`config.mk`:
```
export PLATFORM = sky130hd
export DESIGN_NAME = riff_wave_chunk_parser
export DESIGN_NICKNAME = d
export VERILOG_FILES = /design/src/rtl/rwcp_pkg.sv /design/src/rtl/riff_wave_chunk_parser.sv /design/src/rtl/rwcp_parse.sv /design/src/rtl/rwcp_outq.sv
export SDC_FILE = /design/constraint.sdc
export NUM_CORES = 2
export LEC_CHECK = 0
export BUFFER_PORTS_ARGS = -buffer_cell sky130_fd_sc_hd__clkbuf_2
export CORE_ASPECT_RATIO = 1.1
export CORE_UTILIZATION = 36
export DETAILED_ROUTE_END_ITERATION = 10
export HOLD_SLACK_MARGIN = 0.12
export PLACE_DENSITY = 0.63
export SYNTH_ARGS = -nofsm -noshare
export SYNTH_HDL_FRONTEND = slang
export SYNTH_SLANG_ARGS = --single-unit
```
`constraint.sdc`:
```
create_clock -name clk -period 14.1 [get_ports clk]
set_input_delay 0.705 -clock clk [delete_from_list [all_inputs] [get_ports clk]]
set_output_delay 0.705 -clock clk [all_outputs]
set_load 0.1 [all_outputs]
```
`src/rtl/rwcp_pkg.sv`:
```
`timescale 1ns / 1ps

package rwcp_pkg;

  // Result kinds.
  localparam logic [1:0] KIND_FMT    = 2'd0;
  localparam logic [1:0] KIND_SAMPLE = 2'd1;
  localparam logic [1:0] KIND_END    = 2'd2;

  // End report status codes.
  localparam logic [1:0] ST_OK      = 2'd0;
  localparam logic [1:0] ST_NO_PCM  = 2'd1;
  localparam logic [1:0] ST_TRUNC   = 2'd2;

  localparam logic [31:0] TAG_FMT      = 32'h666D_7420;
  localparam logic [31:0] TAG_DATA     = 32'h6461_7461;
  localparam logic [15:0] FMT_PCM      = 16'h0001;
  localparam logic [31:0] DEFAULT_RATE = 32'd22050;
  localparam logic [15:0] DEPTH8       = 16'd8;
  localparam logic [15:0] DEPTH16      = 16'd16;
  localparam logic [15:0] MONO         = 16'd1;

  localparam int RWCP_OUT_DEPTH = 4;

  typedef enum logic [5:0] {
    PH_FILEHDR  = 6'b000001,
    PH_CHUNKHDR = 6'b000010,
    PH_FMT      = 6'b000100,
    PH_DATA     = 6'b001000,
    PH_SKIP     = 6'b010000,
    PH_IDLE     = 6'b100000
  } phase_t;

  typedef struct packed {
    logic [1:0]  kind;
    logic [1:0]  format_code;
    logic [31:0] sample_rate;
    logic [31:0] data_size;
    logic [7:0]  sample_byte;
    logic [1:0]  status;
    logic        last;
  } result_t;

  // Up to two results produced by one item; v1 implies v0.
  typedef struct packed {
    logic    v0;
    logic    v1;
    result_t r0;
    result_t r1;
  } push_t;

  // Replace one byte of a little-endian 32-bit field.
  function automatic logic [31:0] put_byte(input logic [31:0] field,
                                           input logic [1:0] pos,
                                           input logic [7:0] b);
    logic [31:0] res;
    res = field;
    res[pos*8 +: 8] = b;
    return res;
  endfunction

endpackage

```
`src/rtl/riff_wave_chunk_parser.sv`:
```
`timescale 1ns / 1ps

// Chan  Dir  Handshake    Fields
// in_   in   valid/stall  byte, buffer_end
// out_  out  valid/stall  kind, format_code, sample_rate, data_size, sample_byte, status, last
//
// One byte is accepted per cycle while the output queue has room for two results.
// An accepted byte is registered in the input register and parsed from there into the
// output queue; its first result is presented from the queue head.
// Up to two results per byte leave the OUT_DEPTH queue one per cycle while out_stall is low.
// in_stall is high while the input register holds a byte the queue cannot take in full.
// Reset is synchronous on rst_n and returns the parser to the start of a file.

module riff_wave_chunk_parser import rwcp_pkg::*; #(
  parameter int OUT_DEPTH = RWCP_OUT_DEPTH
) (
  input  logic        clk,
  input  logic        rst_n,
  input  logic        in_valid,
  output logic        in_stall,
  input  logic [7:0]  in_byte,
  input  logic        in_buffer_end,
  output logic        out_valid,
  input  logic        out_stall,
  output logic [1:0]  out_kind,
  output logic [1:0]  out_format_code,
  output logic [31:0] out_sample_rate,
  output logic [31:0] out_data_size,
  output logic [7:0]  out_sample_byte,
  output logic [1:0]  out_status,
  output logic        out_last
);

  logic       s1_v_r, s1_v_nxt;
  logic [7:0] s1_byte_r;
  logic       s1_end_r;
  logic       room, fire, accept;
  push_t      push;
  result_t    head;

  assign fire     = s1_v_r & room;
  assign in_stall = s1_v_r & ~room;
  assign accept   = in_valid & ~in_stall;

  always_comb begin
    s1_v_nxt = s1_v_r;
    if (accept) begin
      s1_v_nxt = 1'b1;
    end else if (fire) begin
      s1_v_nxt = 1'b0;
    end
  end

  always_ff @(posedge clk) begin
    if (!rst_n) begin
      s1_v_r <= 1'b0;
    end else begin
      s1_v_r <= s1_v_nxt;
    end
  end

  always_ff @(posedge clk) begin
    if (accept) begin
      s1_byte_r <= in_byte;
      s1_end_r  <= in_buffer_end;
    end
  end

  rwcp_parse u_parse (
    .clk       (clk),
    .rst_n     (rst_n),
    .fire      (fire),
    .in_byte   (s1_byte_r),
    .buffer_end(s1_end_r),
    .push_o    (push)
  );

  rwcp_outq #(
    .OUT_DEPTH(OUT_DEPTH)
  ) u_outq (
    .clk      (clk),
    .rst_n    (rst_n),
    .push_i   (push),
    .room_o   (room),
    .out_valid(out_valid),
    .out_stall(out_stall),
    .head_o   (head)
  );

  assign out_kind        = head.kind;
  assign out_format_code = head.format_code;
  assign out_sample_rate = head.sample_rate;
  assign out_data_size   = head.data_size;
  assign out_sample_byte = head.sample_byte;
  assign out_status      = head.status;
  assign out_last        = head.last;

endmodule

```
`src/rtl/rwcp_parse.sv`:
```
`timescale 1ns / 1ps

module rwcp_parse import rwcp_pkg::*; (
  input  logic       clk,
  input  logic       rst_n,
  input  logic       fire,
  input  logic [7:0] in_byte,
  input  logic       buffer_end,
  output push_t      push_o
);

  phase_t      phase_r, phase_nxt;
  logic [3:0]  hc_r, hc_nxt;
  logic [31:0] tag_r, tag_nxt;
  logic [31:0] len_r, len_nxt;
  logic [31:0] off_r, off_nxt;
  logic [31:0] rem_r, rem_nxt;
  logic [15:0] wf_r, wf_nxt;
  logic [15:0] ch_r, ch_nxt;
  logic [15:0] depth_r, depth_nxt;
  logic [31:0] rate_r, rate_nxt;
  logic [31:0] size_r, size_nxt;
  logic        pcm_r, pcm_nxt;

  logic [4:0]  hc_inc;
  logic [32:0] total;
  logic [33:0] amount;
  logic        active, chunk_done, ended, restart, emit_a, end_v;
  logic [1:0]  a_kind, end_status, fcode;
  result_t     res_a, res_b;

  always_comb begin
    phase_nxt  = phase_r;
    hc_nxt     = hc_r;
    tag_nxt    = tag_r;
    len_nxt    = len_r;
    off_nxt    = off_r;
    rem_nxt    = rem_r;
    wf_nxt     = wf_r;
    ch_nxt     = ch_r;
    depth_nxt  = depth_r;
    rate_nxt   = rate_r;
    size_nxt   = size_r;
    pcm_nxt    = pcm_r;
    hc_inc     = {1'b0, hc_r} + 5'd1;
    total      = {1'b0, len_r} + {32'd0, len_r[0]};
    amount     = '0;
    active     = 1'b1;
    chunk_done = 1'b0;
    ended      = 1'b0;
    restart    = 1'b0;
    emit_a     = 1'b0;
    a_kind     = KIND_SAMPLE;
    end_v      = 1'b0;
    end_status = ST_OK;

    unique case (phase_r)
      PH_FILEHDR: begin
        if (hc_r >= 4'd4 && hc_r < 4'd8) begin
          len_nxt = put_byte(len_r, hc_r[1:0], in_byte);
        end
        if (hc_inc >= 5'd12) begin
          rem_nxt = ((len_nxt + 32'd1) & ~32'd1) - 32'd4;
          len_nxt = '0;
          hc_nxt  = '0;
          if (rem_nxt == '0) begin
            ended = 1'b1;
          end else begin
            phase_nxt = PH_CHUNKHDR;
          end
        end else begin
          hc_nxt = hc_inc[3:0];
        end
      end
      PH_CHUNKHDR: begin
        if (hc_r == '0) begin
          tag_nxt = '0;
          len_nxt = '0;
        end
        if (hc_r < 4'd4) begin
          tag_nxt = {tag_nxt[23:0], in_byte};
        end else begin
          len_nxt = put_byte(len_nxt, hc_r[1:0], in_byte);
        end
        if (hc_inc >= 5'd8) begin
          // Even-rounded body length plus the 8-byte chunk header.
          amount  = {2'b00, len_nxt} + {33'd0, len_nxt[0]} + 34'd8;
          hc_nxt  = '0;
          off_nxt = '0;
          if (amount > {2'b00, rem_r}) begin
            rem_nxt = '0;
          end else begin
            rem_nxt = rem_r - amount[31:0];
          end
          if (tag_nxt == TAG_FMT) begin
            phase_nxt = PH_FMT;
          end else if (tag_nxt == TAG_DATA && wf_r == FMT_PCM) begin
            size_nxt  = len_nxt;
            pcm_nxt   = 1'b1;
            emit_a    = 1'b1;
            a_kind    = KIND_FMT;
            phase_nxt = PH_DATA;
          end else begin
            phase_nxt = PH_SKIP;
          end
          if (len_nxt == '0) begin
            chunk_done = 1'b1;
          end
        end else begin
          hc_nxt = hc_inc[3:0];
        end
      end
      PH_FMT, PH_DATA, PH_SKIP: begin
        if (off_r < len_r) begin
          if (phase_r == PH_DATA) begin
            emit_a = 1'b1;
            a_kind = KIND_SAMPLE;
          end else if (phase_r == PH_FMT) begin
            if (off_r == 32'd0) begin
              wf_nxt = {8'd0, in_byte};
            end else if (off_r == 32'd1) begin
              wf_nxt = {in_byte, wf_r[7:0]};
            end else if (wf_r == FMT_PCM) begin
              if (off_r == 32'd2) begin
                ch_nxt[7:0] = in_byte;
              end else if (off_r == 32'd3) begin
                ch_nxt[15:8] = in_byte;
              end else if (off_r >= 32'd4 && off_r < 32'd8) begin
                rate_nxt = put_byte(rate_r, off_r[1:0], in_byte);
              end else if (off_r == 32'd14) begin
                depth_nxt[7:0] = in_byte;
              end else if (off_r == 32'd15) begin
                depth_nxt[15:8] = in_byte;
              end
            end
          end
        end
        // The pad byte after an odd-length body is counted in total.
        if ({1'b0, off_r} + 33'd1 >= total) begin
          chunk_done = 1'b1;
        end else begin
          off_nxt = off_r + 32'd1;
        end
      end
      default: begin
        // Idle: bytes are dropped until the buffer ends.
        active = 1'b0;
        if (buffer_end) begin
          restart = 1'b1;
        end
      end
    endcase

    if (chunk_done) begin
      off_nxt = '0;
      hc_nxt  = '0;
      if (rem_nxt == '0) begin
        ended = 1'b1;
      end else begin
        phase_nxt = PH_CHUNKHDR;
      end
    end

    if (ended) begin
      end_v      = 1'b1;
      end_status = pcm_nxt ? ST_OK : ST_NO_PCM;
      if (buffer_end) begin
        restart = 1'b1;
      end else begin
        phase_nxt = PH_IDLE;
      end
    end else if (buffer_end && active) begin
      end_v      = 1'b1;
      end_status = ST_TRUNC;
      restart    = 1'b1;
    end

    // Reports carry the values as updated by this byte.
    fcode = {ch_nxt != MONO, depth_nxt != DEPTH8};

    res_a.kind        = a_kind;
    res_a.format_code = fcode;
    res_a.sample_rate = rate_nxt;
    res_a.data_size   = size_nxt;
    res_a.sample_byte = (a_kind == KIND_SAMPLE) ? in_byte : 8'd0;
    res_a.status      = ST_OK;
    res_a.last        = ~end_v;

    res_b.kind        = KIND_END;
    res_b.format_code = fcode;
    res_b.sample_rate = rate_nxt;
    res_b.data_size   = size_nxt;
    res_b.sample_byte = 8'd0;
    res_b.status      = end_status;
    res_b.last        = 1'b1;

    if (restart) begin
      phase_nxt = PH_FILEHDR;
      hc_nxt    = '0;
      tag_nxt   = '0;
      len_nxt   = '0;
      off_nxt   = '0;
      rem_nxt   = '0;
      wf_nxt    = '0;
      ch_nxt    = MONO;
      depth_nxt = DEPTH16;
      rate_nxt  = DEFAULT_RATE;
      size_nxt  = '0;
      pcm_nxt   = 1'b0;
    end
  end

  assign push_o.v0 = fire & (emit_a | end_v);
  assign push_o.v1 = fire & emit_a & end_v;
  assign push_o.r0 = emit_a ? res_a : res_b;
  assign push_o.r1 = res_b;

  always_ff @(posedge clk) begin
    if (!rst_n) begin
      phase_r <= PH_FILEHDR;
      hc_r    <= '0;
      tag_r   <= '0;
      len_r   <= '0;
      off_r   <= '0;
      rem_r   <= '0;
      wf_r    <= '0;
      ch_r    <= MONO;
      depth_r <= DEPTH16;
      rate_r  <= DEFAULT_RATE;
      size_r  <= '0;
      pcm_r   <= 1'b0;
    end else if (fire) begin
      phase_r <= phase_nxt;
      hc_r    <= hc_nxt;
      tag_r   <= tag_nxt;
      len_r   <= len_nxt;
      off_r   <= off_nxt;
      rem_r   <= rem_nxt;
      wf_r    <= wf_nxt;
      ch_r    <= ch_nxt;
      depth_r <= depth_nxt;
      rate_r  <= rate_nxt;
      size_r  <= size_nxt;
      pcm_r   <= pcm_nxt;
    end
  end

endmodule

```
`src/rtl/rwcp_outq.sv`:
```
`timescale 1ns / 1ps

module rwcp_outq import rwcp_pkg::*; #(
  parameter int OUT_DEPTH = RWCP_OUT_DEPTH
) (
  input  logic    clk,
  input  logic    rst_n,
  input  push_t   push_i,
  output logic    room_o,
  output logic    out_valid,
  input  logic    out_stall,
  output result_t head_o
);

  localparam int PtrW = (OUT_DEPTH > 1) ? $clog2(OUT_DEPTH) : 1;
  localparam int CntW = $clog2(OUT_DEPTH + 1);

  result_t        mem_r [OUT_DEPTH];
  logic [PtrW-1:0] head_r, head_nxt, tail_r, tail_nxt, tail_inc;
  logic [CntW-1:0] cnt_r, cnt_nxt;
  logic            pop;

  function automatic logic [PtrW-1:0] wrap_inc(input logic [PtrW-1:0] p);
    return (p == PtrW'(OUT_DEPTH - 1)) ? '0 : p + PtrW'(1);
  endfunction

  assign pop       = (cnt_r != '0) & ~out_stall;
  assign out_valid = cnt_r != '0;
  assign head_o    = mem_r[head_r];
  // Room for the two results a single item can cause.
  assign room_o    = cnt_r <= CntW'(OUT_DEPTH - 2);
  assign tail_inc  = wrap_inc(tail_r);

  always_comb begin
    head_nxt = pop ? wrap_inc(head_r) : head_r;
    tail_nxt = tail_r;
    if (push_i.v1) begin
      tail_nxt = wrap_inc(tail_inc);
    end else if (push_i.v0) begin
      tail_nxt = tail_inc;
    end
    cnt_nxt = cnt_r + CntW'(push_i.v0) + CntW'(push_i.v1) - CntW'(pop);
  end

  always_ff @(posedge clk) begin
    if (!rst_n) begin
      head_r <= '0;
      tail_r <= '0;
      cnt_r  <= '0;
    end else begin
      head_r <= head_nxt;
      tail_r <= tail_nxt;
      cnt_r  <= cnt_nxt;
    end
  end

  always_ff @(posedge clk) begin
    if (push_i.v0) begin
      mem_r[tail_r] <= push_i.r0;
    end
    if (push_i.v1) begin
      mem_r[tail_inc] <= push_i.r1;
    end
  end

endmodule

```
==> impl_results.md <==
- H-tree levels: 2
- Synth-to-layout area growth: 10.8%
- Num ports: 94
- Grt ovf: 0
- Post-DR vias/cell: 6.01
- Synth area leader: edfxtp_1
- Largest net degree at the start of global routing: 96
- CP max stage delay: 1000 ps
- CP Capture Type: flip-flop
- Layout cells sized above 1: 10.7%
- Slowest CP cell: a2111oi_4
- Cell Area, Synth: 36,700 sq um
- Most common cell on crit path: ha_1
- CTS resizes: 0
- GR Util All Layers: 24.7%
- First-pass GRT wire length: 197,000 um
- Fill cells: 10.0k
- Vias in the first global route: 31.0k
- Worst Clk Skew: 40.7 ps
- P_leak: 13.7 nW
- Post-route setup slack: 2410 ps
- Avg Cell Area, Syn: 8.84 sq um
- Clk buf depth: 3
- Crit path time final: 11,690 ps
- Die Y: 337 um
- Starting density of the core: 36.4%
- Async SR Flop Fraction: 0%
- Yosys warnings: 0
- Gp weighted congestion: 1.04
- Vias: 33.1k
- Startpoint Class: flip-flop
- Initial antenna violation count: 7
- WP data required: 14,450 ps
- Placed Area: 38,500 sq um
- Status: finished clean
- VDD IR max: 0.000120 V
- Maximum operating frequency: 85.6 MHz
- Unrepaired setup endpoints after global routing: false
- Synth Instances: 4,155
- CTS buffer count: 61
- Final Net Count: 4,259
- Clock Tree Root: clkbuf_16
- Mapped Nets: 4,320
- Number of synthesized flops with an enable pin: 281
- Die area: 103,000 sq um
- Setup TNS: 0 ps
- Slew @ Worst Pin: 1320 ps
- Period utilization: 82.9%
- Top cells by area, synth: edfxtp_1 (23%), dfxtp_1 (17%), nor2_1 (7.2%), ha_1 (5.1%), mux4_2 (4.8%)
- # setup viols final: 0
- PwrDens: 116 nW/um^2
- CTS tree: built
- Antenna Nets Post-Route: 0
- Placeable Area: 101,000 sq um
- Final WL: 131,000 um
- Final Hold Fails: 0
- Maxcap violations: 0
- Type of the worst min-delay path: in -> reg
- HPWL after detailed placement: 94,000 um
- First drt pass iteration count: 6
- Hold Buf Count CTS: 0
- Top delay family on crit path: simple AND/OR/NAND/NOR gates
- Clock latency on the worst-skew pair: 680 ps
- Yosys reg bits: 586
- Max Slew Vio Count: 0
- WP buf/inv: 4
- Slew margin rel.: 11.2%
- PortBufs: 93
- Final hold slack: 224 ps
- Clock sinks: 586
- Sequential area share after synthesis: 39.6%
- Die Width: 307 um
- Number of library cell types mapped by synthesis: 101
- Crit Path Category: reg -> reg
- Pre-CTS WS: 2550 ps
- Critical path arrival: 12,030 ps
- Reg clk slew, reported paths: 70 ps
- Final instance area: 40,700 sq um
- DRT iter0 DRCs: 4,015
- # rows: 122
- Top FF cell, synth: dfxtp_1
- Routed WL per cell: 23.8 um
- CP max FO: 35
- DRC errors left: 0
- Final Power: 0.00471 W
- Post-CTS Setup Bufs: 0
- Synth top area share: 23.0%
[layout by cell type, fill, tap and decap left out, types with 17 or more instances in the layout]
| cell type | n |
|---|---|
| and3_1 | 53 |
| nand4_1 | 79 |
| nor4_1 | 51 |
| a211oi_1 | 18 |
| mux2i_1 | 40 |
| xor2_1 | 58 |
| nand3_1 | 151 |
| nor3_1 | 84 |
| nand2_1 | 262 |
| dfxtp_1 | 303 |
| a21o_1 | 54 |
| and2_1 | 40 |
| o31ai_1 | 21 |
| a22oi_1 | 130 |
| mux4_2 | 79 |
| edfxtp_1 | 281 |
| clkbuf_2 | 93 |
| xnor2_1 | 128 |
| ha_1 | 150 |
| nand3b_1 | 22 |
| nor2b_1 | 35 |
| a31oi_1 | 18 |
| or3_1 | 19 |
| o21ai_0 | 200 |
| a32oi_1 | 24 |
| inv_1 | 130 |
| nor2_1 | 696 |
| clkbuf_16 | 67 |
| o211ai_1 | 17 |
| a21oi_1 | 310 |
| a22o_1 | 42 |
| buf_4 | 82 |
| and4_1 | 18 |
[area by class of cell]
class | instances | area [sq um] | area share [%]
clock inverters | 32 | 419 | 1.03
clock buffers | 82 | 1800 | 4.43
well taps | 1364 | 1710 | 4.20
repair buffers | 177 | 1120 | 2.76
inverters | 136 | 515 | 1.27
flip-flops and latches | 586 | 14600 | 35.8
diodes | 2 | 5.00 | 0.0123
multi-input cells | 3132 | 20600 | 50.5
[cell usage after synthesis (22+ instances only)]
| library cell | instances |
|---|---|
| nor2_1 | 700 |
| xor2_1 | 58 |
| a22o_1 | 42 |
| mux2i_1 | 40 |
| and2_1 | 40 |
| nor2b_1 | 36 |
| o21ai_0 | 200 |
| nand3b_1 | 22 |
| a32oi_1 | 24 |
| buf_2 | 40 |
| dfxtp_1 | 305 |
| edfxtp_1 | 281 |
| nand3_1 | 153 |
| clkbuf_1 | 231 |
| inv_1 | 134 |
| ha_1 | 150 |
| nand4_1 | 79 |
| and3_1 | 53 |
| a22oi_1 | 130 |
| nand2_1 | 263 |
| xnor2_1 | 128 |
| nor3_1 | 84 |
| a21oi_1 | 312 |
| o31ai_1 | 22 |
| a21o_1 | 54 |
| nor4_1 | 51 |
| buf_1 | 25 |
| mux4_2 | 79 |
[worst reg2reg max path, delay by kind of cell (launching register included)]
family / cells / cell delay (ps)
AO/OA/AOI/OAI: 8 / 2840
XOR/XNOR: 3 / 700
adder cells (fa/ha/maj): 3 / 1290
buffers and inverters: 4 / 1410
flip-flops: 1 / 780
AND/OR/NAND/NOR: 14 / 4350
[where the power goes]
part / leakage, nW / internal, W / switching, W
clock network: 1.07 / 0.00103 / 0.000737
logic: 7.82 / 0.000214 / 0.000855
registers: 4.84 / 0.00182 / 0.0000545
[flip-flops by register name (all words and copies together) (netlist names), 16 cells and up, named ones only]
register         flops
u_parse.ch_r        16
u_parse.size_r      32
u_parse.tag_r       32
u_parse.rem_r       32
u_parse.wf_r        16
u_outq.mem_r       316
u_parse.depth_r     16
u_parse.off_r       32
u_parse.rate_r      32
u_parse.len_r       32
[metal layers]
metal | track usage (%) | vias to the layer above | wire length [um]
met2 | 39.1 | 1630 | 58800
met5 | 0 | - | 102
met3 | 4.37 | 354 | 11900
li1 | - | 15100 | -
met1 | 33.4 | 16000 | 54900
met4 | 9.78 | 10 | 5580
[final timing paths]
check | startpoint | end | slack, ps | depth (start not counted)
worst min register to register | u_parse.ch_r[12] | u_parse.ch_r[12] | 450 | 2
worst min-delay path | in_byte[7] | s1_byte_r[7] | 220 | 1
worst max-delay path | u_parse.hc_r[0] | u_outq.mem_r[3][72] | 2410 | 32
worst max register to register | u_parse.hc_r[0] | u_outq.mem_r[3][72] | 2410 | 32
[kinds of logic (layout without fill, tap and decap cells)]
kind of cell,after synthesis,after routing,synth area share (%)
adder cells (fa/ha/maj),152,152,5.22
multiplexers,124,124,6.09
buffers and inverters,437,427,4.70
AO/OA/AOI/OAI,1028,1028,18.4
other,0,2,0
flip-flops,586,586,39.6
AND/OR/NAND/NOR,1642,1642,21.5
XOR/XNOR,186,186,4.44
[through the flow]
stage               utilization, %  std cells
global route                  40.3       5510
finish                        40.3       5511
floorplan                        -       4155
detailed placement            38.1       5395
global placement              38.1       5395
CTS                           40.3       5509
No activity file was read; power rests on OpenSTA's default activity.
